## config.mk

```make
export PLATFORM = sky130hd
export DESIGN_NAME = n_queens_backtrack_solver_core
export DESIGN_NICKNAME = d
export VERILOG_FILES = /design/src/sv/nqbs_pkg.sv /design/src/sv/nqbs_board_store.sv /design/src/sv/nqbs_attack_check.sv /design/src/sv/n_queens_backtrack_solver_core.sv
export SDC_FILE = /design/constraint.sdc
export NUM_CORES = 1
export LEC_CHECK = 0
export ABC_CLOCK_PERIOD_IN_PS = 5400
export CAP_MARGIN = 40
export CORE_ASPECT_RATIO = 0.75
export CORE_UTILIZATION = 55
export DETAILED_ROUTE_END_ITERATION = 16
export DONT_BUFFER_PORTS = 1
export GPL_TIMING_DRIVEN = 1
export PLACE_DENSITY = 0.73
export SETUP_SLACK_MARGIN = 0.3
export SLEW_MARGIN = 20
export SYNTH_ARGS = -nofsm -noshare
export SYNTH_HDL_FRONTEND = slang
export SYNTH_HIERARCHICAL = 1
export SYNTH_SLANG_ARGS = --single-unit
export TNS_END_PERCENT = 1
```

## constraint.sdc

```tcl
create_clock -name clk_i -period 5.4 [get_ports clk_i]
set_clock_uncertainty 0.1 [all_clocks]
set_input_delay 0 -clock clk_i [delete_from_list [all_inputs] [get_ports clk_i]]
set_output_delay 0 -clock clk_i [all_outputs]
set_load 0.02 [all_outputs]
```

## src/sv/nqbs_pkg.sv

```systemverilog
`default_nettype none
package nqbs_pkg;

  localparam int MaxBoard = 16;
  localparam int RowW     = $clog2(MaxBoard);
  localparam int CntW     = RowW + 1;
  localparam int MoveW    = 32;
  localparam int CfgW     = 5;
  localparam int CfgReset = 8;

  // Write side of the board store: one row-column write and one tries write a cycle.
  typedef struct packed {
    logic            col_we;
    logic [RowW-1:0] col_addr;
    logic [RowW-1:0] col_data;
    logic            tries_we;
    logic [RowW-1:0] tries_addr;
    logic [CntW-1:0] tries_data;
  } store_wr_t;

  // Clamp the configured size into 1..MaxBoard.
  function automatic logic [CntW-1:0] eff_size(input logic [CfgW-1:0] bs);
    logic [CntW-1:0] s;
    if (bs == '0) begin
      s = CntW'(1);
    end else if (bs > CfgW'(MaxBoard)) begin
      s = CntW'(MaxBoard);
    end else begin
      s = CntW'(bs);
    end
    return s;
  endfunction

endpackage
`default_nettype wire

```

## src/sv/nqbs_board_store.sv

```systemverilog
`default_nettype none
module nqbs_board_store
  import nqbs_pkg::*;
(
  input  wire logic            clk_i,
  input  wire logic            rst_ni,
  input  wire store_wr_t       wr_i,
  input  wire logic [RowW-1:0] col_raddr_i,
  input  wire logic [RowW-1:0] tries_raddr_i,
  output logic      [RowW-1:0] col_rdata_o,
  output logic      [CntW-1:0] tries_rdata_o
);

  logic [RowW-1:0] row_col_q [MaxBoard];
  logic [CntW-1:0] tries_q   [MaxBoard];

  // Column store: contents only meaningful once loaded.
  always_ff @(posedge clk_i) begin
    if (wr_i.col_we) begin
      row_col_q[wr_i.col_addr] <= wr_i.col_data;
    end
  end

  always_ff @(posedge clk_i or negedge rst_ni) begin
    if (!rst_ni) begin
      for (int i = 0; i < MaxBoard; i++) begin
        tries_q[i] <= '0;
      end
    end else if (wr_i.tries_we) begin
      tries_q[wr_i.tries_addr] <= wr_i.tries_data;
    end
  end

  assign col_rdata_o   = row_col_q[col_raddr_i];
  assign tries_rdata_o = tries_q[tries_raddr_i];

endmodule
`default_nettype wire

```

## src/sv/nqbs_attack_check.sv

```systemverilog
`default_nettype none
module nqbs_attack_check
  import nqbs_pkg::*;
(
  input  wire logic [RowW-1:0] cand_col_i,
  input  wire logic [RowW-1:0] placed_col_i,
  input  wire logic [RowW-1:0] row_dist_i,
  output logic                 hit_o
);

  logic [CntW-1:0] cand_w;
  logic [CntW-1:0] placed_w;
  logic [CntW-1:0] dist_w;

  assign cand_w   = CntW'(cand_col_i);
  assign placed_w = CntW'(placed_col_i);
  assign dist_w   = CntW'(row_dist_i);

  // Same column, or either diagonal at the given row distance.
  assign hit_o = (placed_w == cand_w) ||
                 ((placed_w + dist_w) == cand_w) ||
                 ((cand_w + dist_w) == placed_w);

endmodule
`default_nettype wire

```

## src/sv/n_queens_backtrack_solver_core.sv

```systemverilog
`default_nettype none
// Channel   Signals                                           Transfer
// input     in_valid_i / in_ready_o, start_column_i           valid & ready
// output    out_valid_o / out_ready_i, row_index_o, column_o,
//           solved_o, move_count_o, last_result_o             valid & ready
// config    cfg_we_i, cfg_wdata_i (board size)                write on cfg_we_i
//
// Loading stores one row item per transfer; the completing item leads to a start step
// and a depth-first search around one shared attack compare unit. Testing row d runs a
// fetch step, up to one compare per earlier row and a descend step once all pass, so
// search time depends on the data. in_ready_o stays low from search start until the
// last result is registered, and results leave one per cycle while out_ready_i is
// high. Reset sets the board size to 8 and clears counters.
module n_queens_backtrack_solver_core
  import nqbs_pkg::*;
(
  input  wire logic             clk_i,
  input  wire logic             rst_ni,
  input  wire logic             cfg_we_i,
  input  wire logic [CfgW-1:0]  cfg_wdata_i,
  input  wire logic             in_valid_i,
  output logic                  in_ready_o,
  input  wire logic [RowW-1:0]  start_column_i,
  output logic                  out_valid_o,
  input  wire logic             out_ready_i,
  output logic      [RowW-1:0]  row_index_o,
  output logic      [RowW-1:0]  column_o,
  output logic                  solved_o,
  output logic      [MoveW-1:0] move_count_o,
  output logic                  last_result_o
);

  typedef enum logic [2:0] {
    StLoad,
    StStart,
    StFetch,
    StCheck,
    StAdvance,
    StBack,
    StEmit
  } state_e;

  state_e           state_q, state_d;
  logic [CfgW-1:0]  bsize_q;
  logic [CntW-1:0]  loaded_q, loaded_d;
  logic [CntW-1:0]  depth_q, depth_d;
  logic [RowW-1:0]  scan_q, scan_d;
  logic [RowW-1:0]  cur_q, cur_d;
  logic [MoveW-1:0] moves_q, moves_d;
  logic             solved_q, solved_d;
  logic [RowW-1:0]  emit_q, emit_d;

  logic             out_valid_q, out_valid_d;
  logic [RowW-1:0]  row_index_q, row_index_d;
  logic [RowW-1:0]  column_q, column_d;
  logic             solved_out_q, solved_out_d;
  logic [MoveW-1:0] move_count_q, move_count_d;
  logic             last_q, last_d;

  logic [CntW-1:0]  size;
  store_wr_t        wr;
  logic [RowW-1:0]  col_raddr;
  logic [RowW-1:0]  col_rdata;
  logic [CntW-1:0]  tries_rdata;
  logic             hit;
  logic [RowW-1:0]  row_dist;
  logic [CntW-1:0]  loaded_next;
  logic [CntW-1:0]  depth_next;
  logic [CntW-1:0]  tries_next;
  logic [CntW-1:0]  emit_next;
  logic             in_accept;

  assign size       = eff_size(bsize_q);
  assign in_ready_o = (state_q == StLoad);
  assign in_accept  = in_valid_i && in_ready_o;

  assign row_dist    = depth_q[RowW-1:0] - scan_q;
  assign depth_next  = depth_q + CntW'(1);
  assign tries_next  = tries_rdata - CntW'(1);
  assign emit_next   = CntW'(emit_q) + CntW'(1);
  assign loaded_next = (loaded_q == '1) ? loaded_q : loaded_q + CntW'(1);

  nqbs_board_store u_store (
    .clk_i         (clk_i),
    .rst_ni        (rst_ni),
    .wr_i          (wr),
    .col_raddr_i   (col_raddr),
    .tries_raddr_i (depth_q[RowW-1:0]),
    .col_rdata_o   (col_rdata),
    .tries_rdata_o (tries_rdata)
  );

  nqbs_attack_check u_check (
    .cand_col_i   (cur_q),
    .placed_col_i (col_rdata),
    .row_dist_i   (row_dist),
    .hit_o        (hit)
  );

  always_comb begin
    state_d      = state_q;
    loaded_d     = loaded_q;
    depth_d      = depth_q;
    scan_d       = scan_q;
    cur_d        = cur_q;
    moves_d      = moves_q;
    solved_d     = solved_q;
    emit_d       = emit_q;
    out_valid_d  = out_valid_q && !out_ready_i;
    row_index_d  = row_index_q;
    column_d     = column_q;
    solved_out_d = solved_out_q;
    move_count_d = move_count_q;
    last_d       = last_q;
    wr           = '0;
    col_raddr    = depth_q[RowW-1:0];

    unique case (state_q)
      StLoad: begin
        if (in_accept) begin
          // Rows past the store depth are counted but not kept.
          wr.col_we   = (loaded_q < CntW'(MaxBoard));
          wr.col_addr = loaded_q[RowW-1:0];
          wr.col_data = start_column_i;
          loaded_d    = loaded_next;
          if (loaded_next >= size) begin
            state_d = StStart;
          end
        end
      end
      StStart: begin
        moves_d         = '0;
        depth_d         = '0;
        wr.tries_we     = 1'b1;
        wr.tries_addr   = '0;
        wr.tries_data   = size;
        state_d         = StFetch;
      end
      StFetch: begin
        // Past the last row: every row placed.
        if (depth_q >= size) begin
          solved_d = 1'b1;
          emit_d   = '0;
          state_d  = StEmit;
        end else begin
          cur_d   = col_rdata;
          scan_d  = '0;
          state_d = StCheck;
        end
      end
      StCheck: begin
        col_raddr = scan_q;
        if (CntW'(scan_q) == depth_q) begin
          // Safe against all earlier rows: descend.
          depth_d = depth_next;
          if (depth_next < size) begin
            wr.tries_we   = 1'b1;
            wr.tries_addr = depth_next[RowW-1:0];
            wr.tries_data = size;
          end
          state_d = StFetch;
        end else if (hit) begin
          state_d = StAdvance;
        end else begin
          scan_d = scan_q + RowW'(1);
        end
      end
      StAdvance: begin
        // Step the column cyclically and spend one try.
        wr.col_we   = 1'b1;
        wr.col_addr = depth_q[RowW-1:0];
        if ((CntW'(cur_q) + CntW'(1)) >= size) begin
          wr.col_data = '0;
        end else begin
          wr.col_data = cur_q + RowW'(1);
        end
        cur_d         = wr.col_data;
        moves_d       = (moves_q == '1) ? moves_q : moves_q + MoveW'(1);
        wr.tries_we   = 1'b1;
        wr.tries_addr = depth_q[RowW-1:0];
        wr.tries_data = tries_next;
        if (tries_next == '0) begin
          if (depth_q == '0) begin
            solved_d = 1'b0;
            emit_d   = '0;
            state_d  = StEmit;
          end else begin
            depth_d = depth_q - CntW'(1);
            state_d = StBack;
          end
        end else begin
          scan_d  = '0;
          state_d = StCheck;
        end
      end
      StBack: begin
        // Reload the previous row's column, then advance it.
        cur_d   = col_rdata;
        state_d = StAdvance;
      end
      StEmit: begin
        col_raddr = emit_q;
        if (!out_valid_q || out_ready_i) begin
          out_valid_d  = 1'b1;
          row_index_d  = emit_q;
          column_d     = col_rdata;
          solved_out_d = solved_q;
          move_count_d = moves_q;
          last_d       = (emit_next == size);
          emit_d       = emit_q + RowW'(1);
          if (emit_next == size) begin
            loaded_d = '0;
            depth_d  = '0;
            state_d  = StLoad;
          end
        end
      end
      default: begin
        state_d = StLoad;
      end
    endcase
  end

  // Result payload holds while the consumer stalls.
  always_ff @(posedge clk_i or negedge rst_ni) begin
    if (!rst_ni) begin
      state_q      <= StLoad;
      bsize_q      <= CfgW'(CfgReset);
      loaded_q     <= '0;
      depth_q      <= '0;
      moves_q      <= '0;
      solved_q     <= 1'b0;
      emit_q       <= '0;
      scan_q       <= '0;
      cur_q        <= '0;
      out_valid_q  <= 1'b0;
      row_index_q  <= '0;
      column_q     <= '0;
      solved_out_q <= 1'b0;
      move_count_q <= '0;
      last_q       <= 1'b0;
    end else begin
      state_q      <= state_d;
      if (cfg_we_i) begin
        bsize_q <= cfg_wdata_i;
      end
      loaded_q     <= loaded_d;
      depth_q      <= depth_d;
      moves_q      <= moves_d;
      solved_q     <= solved_d;
      emit_q       <= emit_d;
      scan_q       <= scan_d;
      cur_q        <= cur_d;
      out_valid_q  <= out_valid_d;
      row_index_q  <= row_index_d;
      column_q     <= column_d;
      solved_out_q <= solved_out_d;
      move_count_q <= move_count_d;
      last_q       <= last_d;
    end
  end

  assign out_valid_o   = out_valid_q;
  assign row_index_o   = row_index_q;
  assign column_o      = column_q;
  assign solved_o      = solved_out_q;
  assign move_count_o  = move_count_q;
  assign last_result_o = last_q;

endmodule
`default_nettype wire
```

==> results of run 1 <==
## per-layer routing
layer  wire [um]  GRT usage  up-vias
met3        2310     0.0564       42
met2       12700      0.372      326
li1            -          -     4182
met5           0          0        -
met4         468     0.0565        0
met1       14200      0.392     4486
## logic make-up (layout without fill, tap and decap cells)
logic type,count (synthesis),in the layout
adder cells (fa/ha/maj),43,43
XOR/XNOR,56,56
AND/OR/NAND/NOR,426,426
AO/OA/AOI/OAI,165,165
buffers and inverters,78,114
flip-flops,250,250
multiplexers,125,125
## flip-flops by register name, indices dropped and copies added, names as in the netlist, 3 cells and up
name / cells
move_count_o: 32
bsize_q: 5
emit_q: 4
depth_q: 5
loaded_q: 5
scan_q: 4
moves_q: 32
state_q: 3
row_index_o: 4
column_o: 4
u_store/tries_q: 80
cur_q: 4
u_store/row_col_q: 64
## layout make-up
cell class              instances  share of cell area
multi-input cells             815               0.418
flip-flops and latches        250               0.461
clock inverters                13              0.0119
inverters                      27             0.00710
clock buffers                  32              0.0478
repair buffers                 42              0.0277
well taps                     300              0.0263
## cell usage after synthesis, types with 3 or more instances
library cell / count / share of area
dfrtp_1: 185 / 0.36
nand2_1: 177 / 0.052
mux2_2: 87 / 0.076
nor2_1: 77 / 0.023
edfxtp_1: 64 / 0.15
o21ai_0: 56 / 0.022
nand3_1: 45 / 0.018
ha_1: 39 / 0.038
xnor2_1: 39 / 0.027
clkbuf_1: 38 / 0.011
mux4_2: 36 / 0.063
a21oi_1: 30 / 0.012
nor3_1: 28 / 0.011
inv_1: 27 / 0.0079
xor2_1: 17 / 0.012
a22oi_1: 16 / 0.0094
nand2b_1: 16 / 0.0078
nand4_1: 12 / 0.0059
nor2b_1: 11 / 0.0054
o22ai_1: 11 / 0.0054
or3_1: 10 / 0.0049
buf_2: 8 / 0.0031
nand3b_1: 7 / 0.0041
o211ai_1: 7 / 0.0041
and2_1: 6 / 0.0029
and3_1: 6 / 0.0029
a21o_1: 5 / 0.0029
a31oi_1: 5 / 0.0024
nor4_1: 5 / 0.0024
nor4_2: 5 / 0.0049
a211oi_1: 4 / 0.0023
and4_1: 4 / 0.0027
o21a_1: 4 / 0.0023
o221ai_1: 4 / 0.0027
or4_1: 4 / 0.0023
fa_1: 3 / 0.0047
nor3b_1: 3 / 0.0018
o2111ai_1: 3 / 0.0020
## worst min-delay path: cells and delay by family
kind	cells	cell delay, ns
and+or+nand+nor	3	0.36
AOI/OAI and AO/OA	1	0.11
## cells in the final DEF (no fill, tap or decap), types with 4 or more instances in the layout
master and count:
a21o_1 5, a21oi_1 29, a22oi_1 16, a31oi_1 5, and2_1 6, and3_1 6
and4_1 4, buf_4 26, bufinv_16 4, clkbuf_1 4, clkbuf_16 25, clkinv_2 4
dfrtp_1 183, dlygate4sd3_1 12, edfxtp_1 64, ha_1 39, inv_1 27, mux2_2 87
mux4_2 36, nand2_1 176, nand2b_1 16, nand3_1 45, nand3b_1 7, nand4_1 12
nor2_1 77, nor2b_1 11, nor3_1 26, nor3_2 4, nor4_1 5, nor4_2 5
o211ai_1 7, o21a_1 4, o21ai_0 56, o221ai_1 4, o22ai_1 10, or3_1 10
or4_1 4, xnor2_1 39, xor2_1 17
## through the flow
stage          utilization  std cells  hold slack (ns)  worst slack [ns]
6_report             0.622       1479           0.0343             0.523
5_1_grt              0.622       1479           0.0593             0.226
4_1_cts              0.621       1477           0.0124             0.343
3_5_place_dp         0.577       1419           -0.392             0.362
3_3_place_gp         0.576       1417           -0.392             0.520
2_1_floorplan            -       1143           -0.396             0.403
## timing repair
item                                    in CTS  in global routing
gates resized for setup                      0                  3
buffers inserted                             0                  1
endpoints found under the hold margin      246                  0
hold buffers                                13                  0
endpoints found under the setup margin       0                  4
## how the worst max path moves through the flow
stage | to | start | slack, ns
finish | scan_q[0] | state_q[0] | 0.52
global route | scan_q[0] | state_q[0] | 0.23
CTS | scan_q[0] | state_q[0] | 0.34
detailed placement | scan_q[0] | state_q[0] | 0.36
global placement | scan_q[0] | state_q[0] | 0.52
floorplan | scan_q[0] | state_q[2] | 0.40
## power by group
| group | internal (W) | total, W | switching (W) | leakage [nW] |
|---|---|---|---|---|
| clock network | 0.00108 | 0.00181 | 0.000726 | 0.413 |
| registers | 0.00219 | 0.00248 | 0.000288 | 3.13 |
| logic | 0.00152 | 0.00360 | 0.00207 | 2.52 |
| total | 0.00480 | 0.00789 | 0.00309 | 6.07 |
==> summary.txt, run 1 <==
Power
  – Static leakage: about 6 nW
  – Peak VDD IR: 0.000408 V
  – PD cells: ~550 nW/um^2
  – Total Power: 0.00789 W

Yosys
  – YS warnings: 6
  – Number of synthesized flops with an enable pin: 64
  – Simple-Gate Fraction of Synth Area: 0.157
  – Predominant post-synthesis flop cell: dfrtp_1
  – Mapped cell area: about 13000 um^2
  – Synth Area in XOR/XNOR: 0.0382
  – Synth Area per Inst: between 10 and 15 um^2
  – Synth cell types: 68
  – Main combinational cell family by area after synthesis: simple AND/OR/NAND/NOR gates
  – Compound-Gate Fraction of Synth Area: 0.0824
  – Synthesized netlist cell count: 1143
  – #FFs+latches synth: 250
  – Synth Area in Adders: 0.0435
  – Seq/Total Area, Yosys: 0.513
  – Mux cell area share after synthesis: 0.141
  – Post-synth ARST share: 0.744
  – Post-synth net total: approximately 1200

Critical path
  – R2R depth: 17
  – Source of the worst register-to-register timing path: state_q[0]
  – FF-to-FF End: scan_q[0]
  – CP max stage delay: ~0.5 ns
  – Worst path depth: 17
  – Crit path buf inv count: 1
  – Slowest cell on the critical path: mux4_2
  – Register-to-register setup slack: ~0.52 ns
  – Worst setup SP type: register
  – Critical path class: reg2reg
  – Delay-heaviest family, CP: compound AO/OA/AOI/OAI gates
  – Crit path capture type: register
  – CP arrival: 5.19 ns
  – Crit path max fanout: 16
  – Critical Path RT: about 5.7 ns
  – Cell Chain, Critical Path: nand2b_1 > o22ai_1 > a21oi_2 > buf_12 > mux4_2 > a22oi_1 > nand3_1 > ha_1 > fa_1 > and2_1 > nor2b_1 > o311ai_1 > o211ai_1 > a311oi_2 > o32ai_1 > nor2_1 > mux2_2

Status
  – Run status: finished, final reports clean

Global routing
  – Antenna violations before repair: 0
  – GRT Residual Overflow: 0
  – Largest net degree at the start of global routing: 187
  – Vias in the first global route: 8849
  – Overall Global Routing Usage: 0.256
  – Global-route wire length before repair: roughly 48000 um

Routing
  – Wirelength per Cell: around 20 um
  – DR DRC count: 0
  – Number of iterations in the first detailed-routing pass: 5
  – Remaining antenna violation count: 0
  – Vias/cell: about 6.1
  – DRT Wirelength: just under 30000 um
  – DR vias: around 9000
  – Initial DRC Count: between 800 and 900

Layout
  – Final nets: 1217
  – Layout cell share with drive strength beyond 1: 0.184
  – # diodes: 0
  – P&R area growth vs syn: 11.2%
  – # fillers: between 1500 and 2000
  – FF+latch area: around 6600 um^2
  – Post-layout instance area: about 14000 um^2
  – Area of the multi-input gates: roughly 6000 um^2

STA
  – Final worst-path cycle share: 0.903
  – Worst slew pin tran: 0.962 ns
  – Fin. max-slew vios: 0
  – RSZ-0062 raised after global routing: true
  – FMAX: 0.205 GHz
  – Relative slew slack: 0.358
  – Post-Route Setup TNS: 0 ns
  – Min Tclk post-route: ~4.9 ns
  – Final hold vios: 0
  – Final setup violation count: 0

Worst hold path
  – Class of the worst hold path: in2reg
  – WHS Endpoint: u_store/row_col_q[14][1]
  – Hold Path Stages: 4
  – Hold Startpoint: in_valid_i

Clock network
  – Clock buffer count from CTS: 25
  – CTS H-tree lvls: 1
  – CTS root buf: clkbuf_16
  – CTS Sinks: between 200 and 300
  – Clk_lat worst skew: roughly 0.52 ns
  – Reg clk slew, reported paths: 0.07 ns
  – CTS Buffer Depth: 3
  – CTS tree: done

Place
  – RD Place Congestion: about 0.96
  – Dpl cell area: roughly 13000 um^2
  – DPL Wire Length: roughly 20000 um
  – Port bufs: 0

Die
  – Die ar.: approximately 24000 um^2
  – Ports: 58
  – Die width: between 150 and 200 um
  – Starting density of the core: 0.559
  – Die Ht: roughly 130 um
  – Core area: 22900 um^2
  – Cell Rows: 48

Flow run
  – Max-cap violations: 0
(Power assumes the default switching activity.)
==> inputs of run 2 (changes only) <==
- CORE_UTILIZATION: 55 -> 40
- PLACE_DENSITY: 0.73 -> unset
==> summary.txt, run 2 (same netlist as run 1, synthesis figures left out) <==
Critical path
  – Crit path max fanout: 13 (-3)
  – Critical Path RT: 5.72 ns (about the same)
  – CP max stage delay: 0.50 ns (about the same)
  – R2R depth: 19 (+2)
  – Cell Chain, Critical Path: nand2_1 > nor2_1 > a21oi_1 > o22ai_1 > a21oi_4 > buf_12 > mux4_2 > a22oi_1 > nand3_1 > ha_1 > fa_1 > and2_1 > nor2b_1 > o311ai_1 > o211ai_1 > a311oi_2 > o32ai_2 > nor2_1 > mux2_2
  – Slowest cell on the critical path: dfrtp_2
  – Source of the worst register-to-register timing path: state_q[0]
  – CP dominant cell by count: nor2_1
  – CP arrival: 5.13 ns (-0.06 ns)
  – Crit path capture type: register
  – FF-to-FF End: scan_q[0]
  – Critical path class: reg2reg
  – Worst setup SP type: register
  – Register-to-register setup slack: 0.59 ns (+0.07 ns)

Layout
  – # fillers: 2903 (+62%)
  – Layout cell share with drive strength beyond 1: 0.189 (+0.00450)
  – Final nets: 1228 (+0.90%)
  – Commonest non-fill, non-tap cell in the layout: dfrtp_1
  – Biggest regs: u_store/tries_q: 80 flops, u_store/row_col_q: 64 flops
  – Most frequent cells in the layout: 183 x dfrtp_1, 176 x nand2_1, 87 x mux2_2
  – # diodes: 0 (unchanged)
  – P&R area growth vs syn: 12.6%
  – Largest register FFs: 80 (unchanged)
  – Largest Register: u_store/tries_q

Power
  – Peak VDD IR: 0.000304 V (-26%)
  – PD cells: 551 nW/um^2 (-0.26%)
  – Static leakage: 6.11 nW (+0.72%)

Clock network
  – Clk_lat worst skew: 0.54 ns (+0.02 ns)
  – CTS Buffer Depth: 3 (unchanged)
  – CTS tree: done
  – Clock buffer count from CTS: 25 (unchanged)
  – Reg clk slew, reported paths: 0.06 ns (about the same)
  – CTS H-tree lvls: 1 (unchanged)
  – CTS root buf: clkbuf_16
  – CTS Sinks: 250 (unchanged)

Routing
  – Remaining antenna violation count: 0 (unchanged)
  – DRT Wirelength: 31800 um (+7.0%)
  – DR vias: 9059 (+0.25%)
  – Initial DRC Count: 734 (-14%)
  – Wirelength per Cell: 20.0 um (-0.69%)
  – Vias/cell: 5.68 (-7.0%)
  – Number of iterations in the first detailed-routing pass: 5 (unchanged)
  – DR DRC count: 0 (unchanged)

Global routing
  – GRT Residual Overflow: 0 (unchanged)
  – Vias in the first global route: 8696 (-1.7%)
  – Global-route wire length before repair: 50200 um (+4.4%)
  – Largest net degree at the start of global routing: 187 (unchanged)
  – Overall Global Routing Usage: 0.195 (-0.0609)
  – Antenna violations before repair: 0 (unchanged)

Worst hold path
  – Class of the worst hold path: in2async

STA
  – FMAX: 0.208 GHz (+1.4%)
  – Setup ws final: 0.588 ns (+0.0656 ns)
  – Fin. max-slew vios: 0 (unchanged)
  – Min Tclk post-route: 4.81 ns (-0.0656 ns)
  – Final hold vios: 0 (unchanged)
  – Relative slew slack: 0.329 (-0.0290)
  – RSZ-0062 raised after global routing: false
  – Final worst-path cycle share: 0.891 (-0.0121)
  – Worst slew pin tran: 1.01 ns (+0.0435 ns)
  – Final setup violation count: 0 (unchanged)
  – Post-Route Setup TNS: 0 ns (unchanged)

Die
  – Die width: 209 um (+17%)
  – Starting density of the core: 0.409 (-0.151)
  – Cell Rows: 56 (+17%)
  – Ports: 58 (unchanged)
  – Die ar.: 32800 um^2 (+37%)
  – Core area: 31400 um^2 (+37%)
  – Die Ht: 157 um (+17%)

Place
  – RD Place Congestion: 0.926 (-3.0%)
  – DPL Wire Length: 22300 um (+9.5%)
  – Port bufs: 0 (unchanged)
  – Dpl ws: 0.288 ns (-0.0745 ns)

Flow run
  – Max-cap violations: 0 (unchanged)

Status
  – Run status: finished, final reports clean
run 2: cell type report:
| class | count | area (um^2) | share of cell area |
|---|---|---|---|
| well taps | 406 | 508 | 0.0352 |
| inverters | 27 | 101 | 0.00702 |
| clock inverters | 6 | 55.1 | 0.00381 |
| clock buffers | 37 | 742 | 0.0514 |
| repair buffers | 53 | 485 | 0.0336 |
| flip-flops and latches | 250 | 6580 | 0.456 |
| multi-input cells | 815 | 5970 | 0.414 |
run 2: worst max-delay path by stage:
stage               start         to  slack [ns]  depth (start not counted)
5_1_grt        state_q[0]  scan_q[0]        0.34                         19
3_3_place_gp   state_q[0]  scan_q[0]        0.45                         18
3_5_place_dp   state_q[0]  scan_q[0]        0.29                         18
4_1_cts        state_q[0]  scan_q[0]        0.37                         18
2_1_floorplan  state_q[2]  scan_q[0]        0.40                         19
6_report       state_q[0]  scan_q[0]        0.59                         19
run 2: repair_timing:
item / CTS / global route
endpoints found under the setup margin: 1 / 4
cloned: 0 / 0
endpoints found under the hold margin: 256 / 0
pin swaps: 0 / 1
setup buffers: 0 / 2
gates resized for setup: 1 / 3
hold buffers: 13 / 0
run 2: worst max-delay path: cells and delay by family (launching register included):
family | cells | cell delay [ns]
AND/OR/NAND/NOR | 6 | 0.88
multiplexers | 2 | 0.86
adder cells (fa/ha/maj) | 2 | 0.64
buffers and inverters | 1 | 0.14
flip-flops | 1 | 0.50
AO/OA/AOI/OAI | 8 | 1.57
run 2: through the flow:
| step | cells | power, W | hold WS, ns | utilization | instance area [um^2] |
|---|---|---|---|---|---|
| after global routing | 1594 | 0.00845 | 0.0249 | 0.460 | 14400 |
| after detailed placement | 1534 | 0.00609 | -0.392 | 0.428 | 13400 |
| after global placement | 1531 | 0.00599 | -0.391 | 0.427 | 13400 |
| final | 1594 | 0.00796 | 0.0289 | 0.460 | 14400 |
| after floorplan | 1143 | 0.00506 | -0.396 | - | 12800 |
| after CTS | 1590 | 0.00789 | 0.00626 | 0.459 | 14400 |
run 2: metal layers:
metal,GRT usage,vias up,wire length (um)
met1,0.303,4511,15700
met5,0,-,0
met2,0.271,308,12800
li1,-,4202,-
met3,0.0519,38,2860
met4,0.0364,0,453
run 2: where the power goes:
| part | internal, W | switching, W |
|---|---|---|
| Clock | 0.000993 | 0.000721 |
| Combinational | 0.00161 | 0.00215 |
| Sequential | 0.00219 | 0.000296 |
| Total | 0.00479 | 0.00317 |
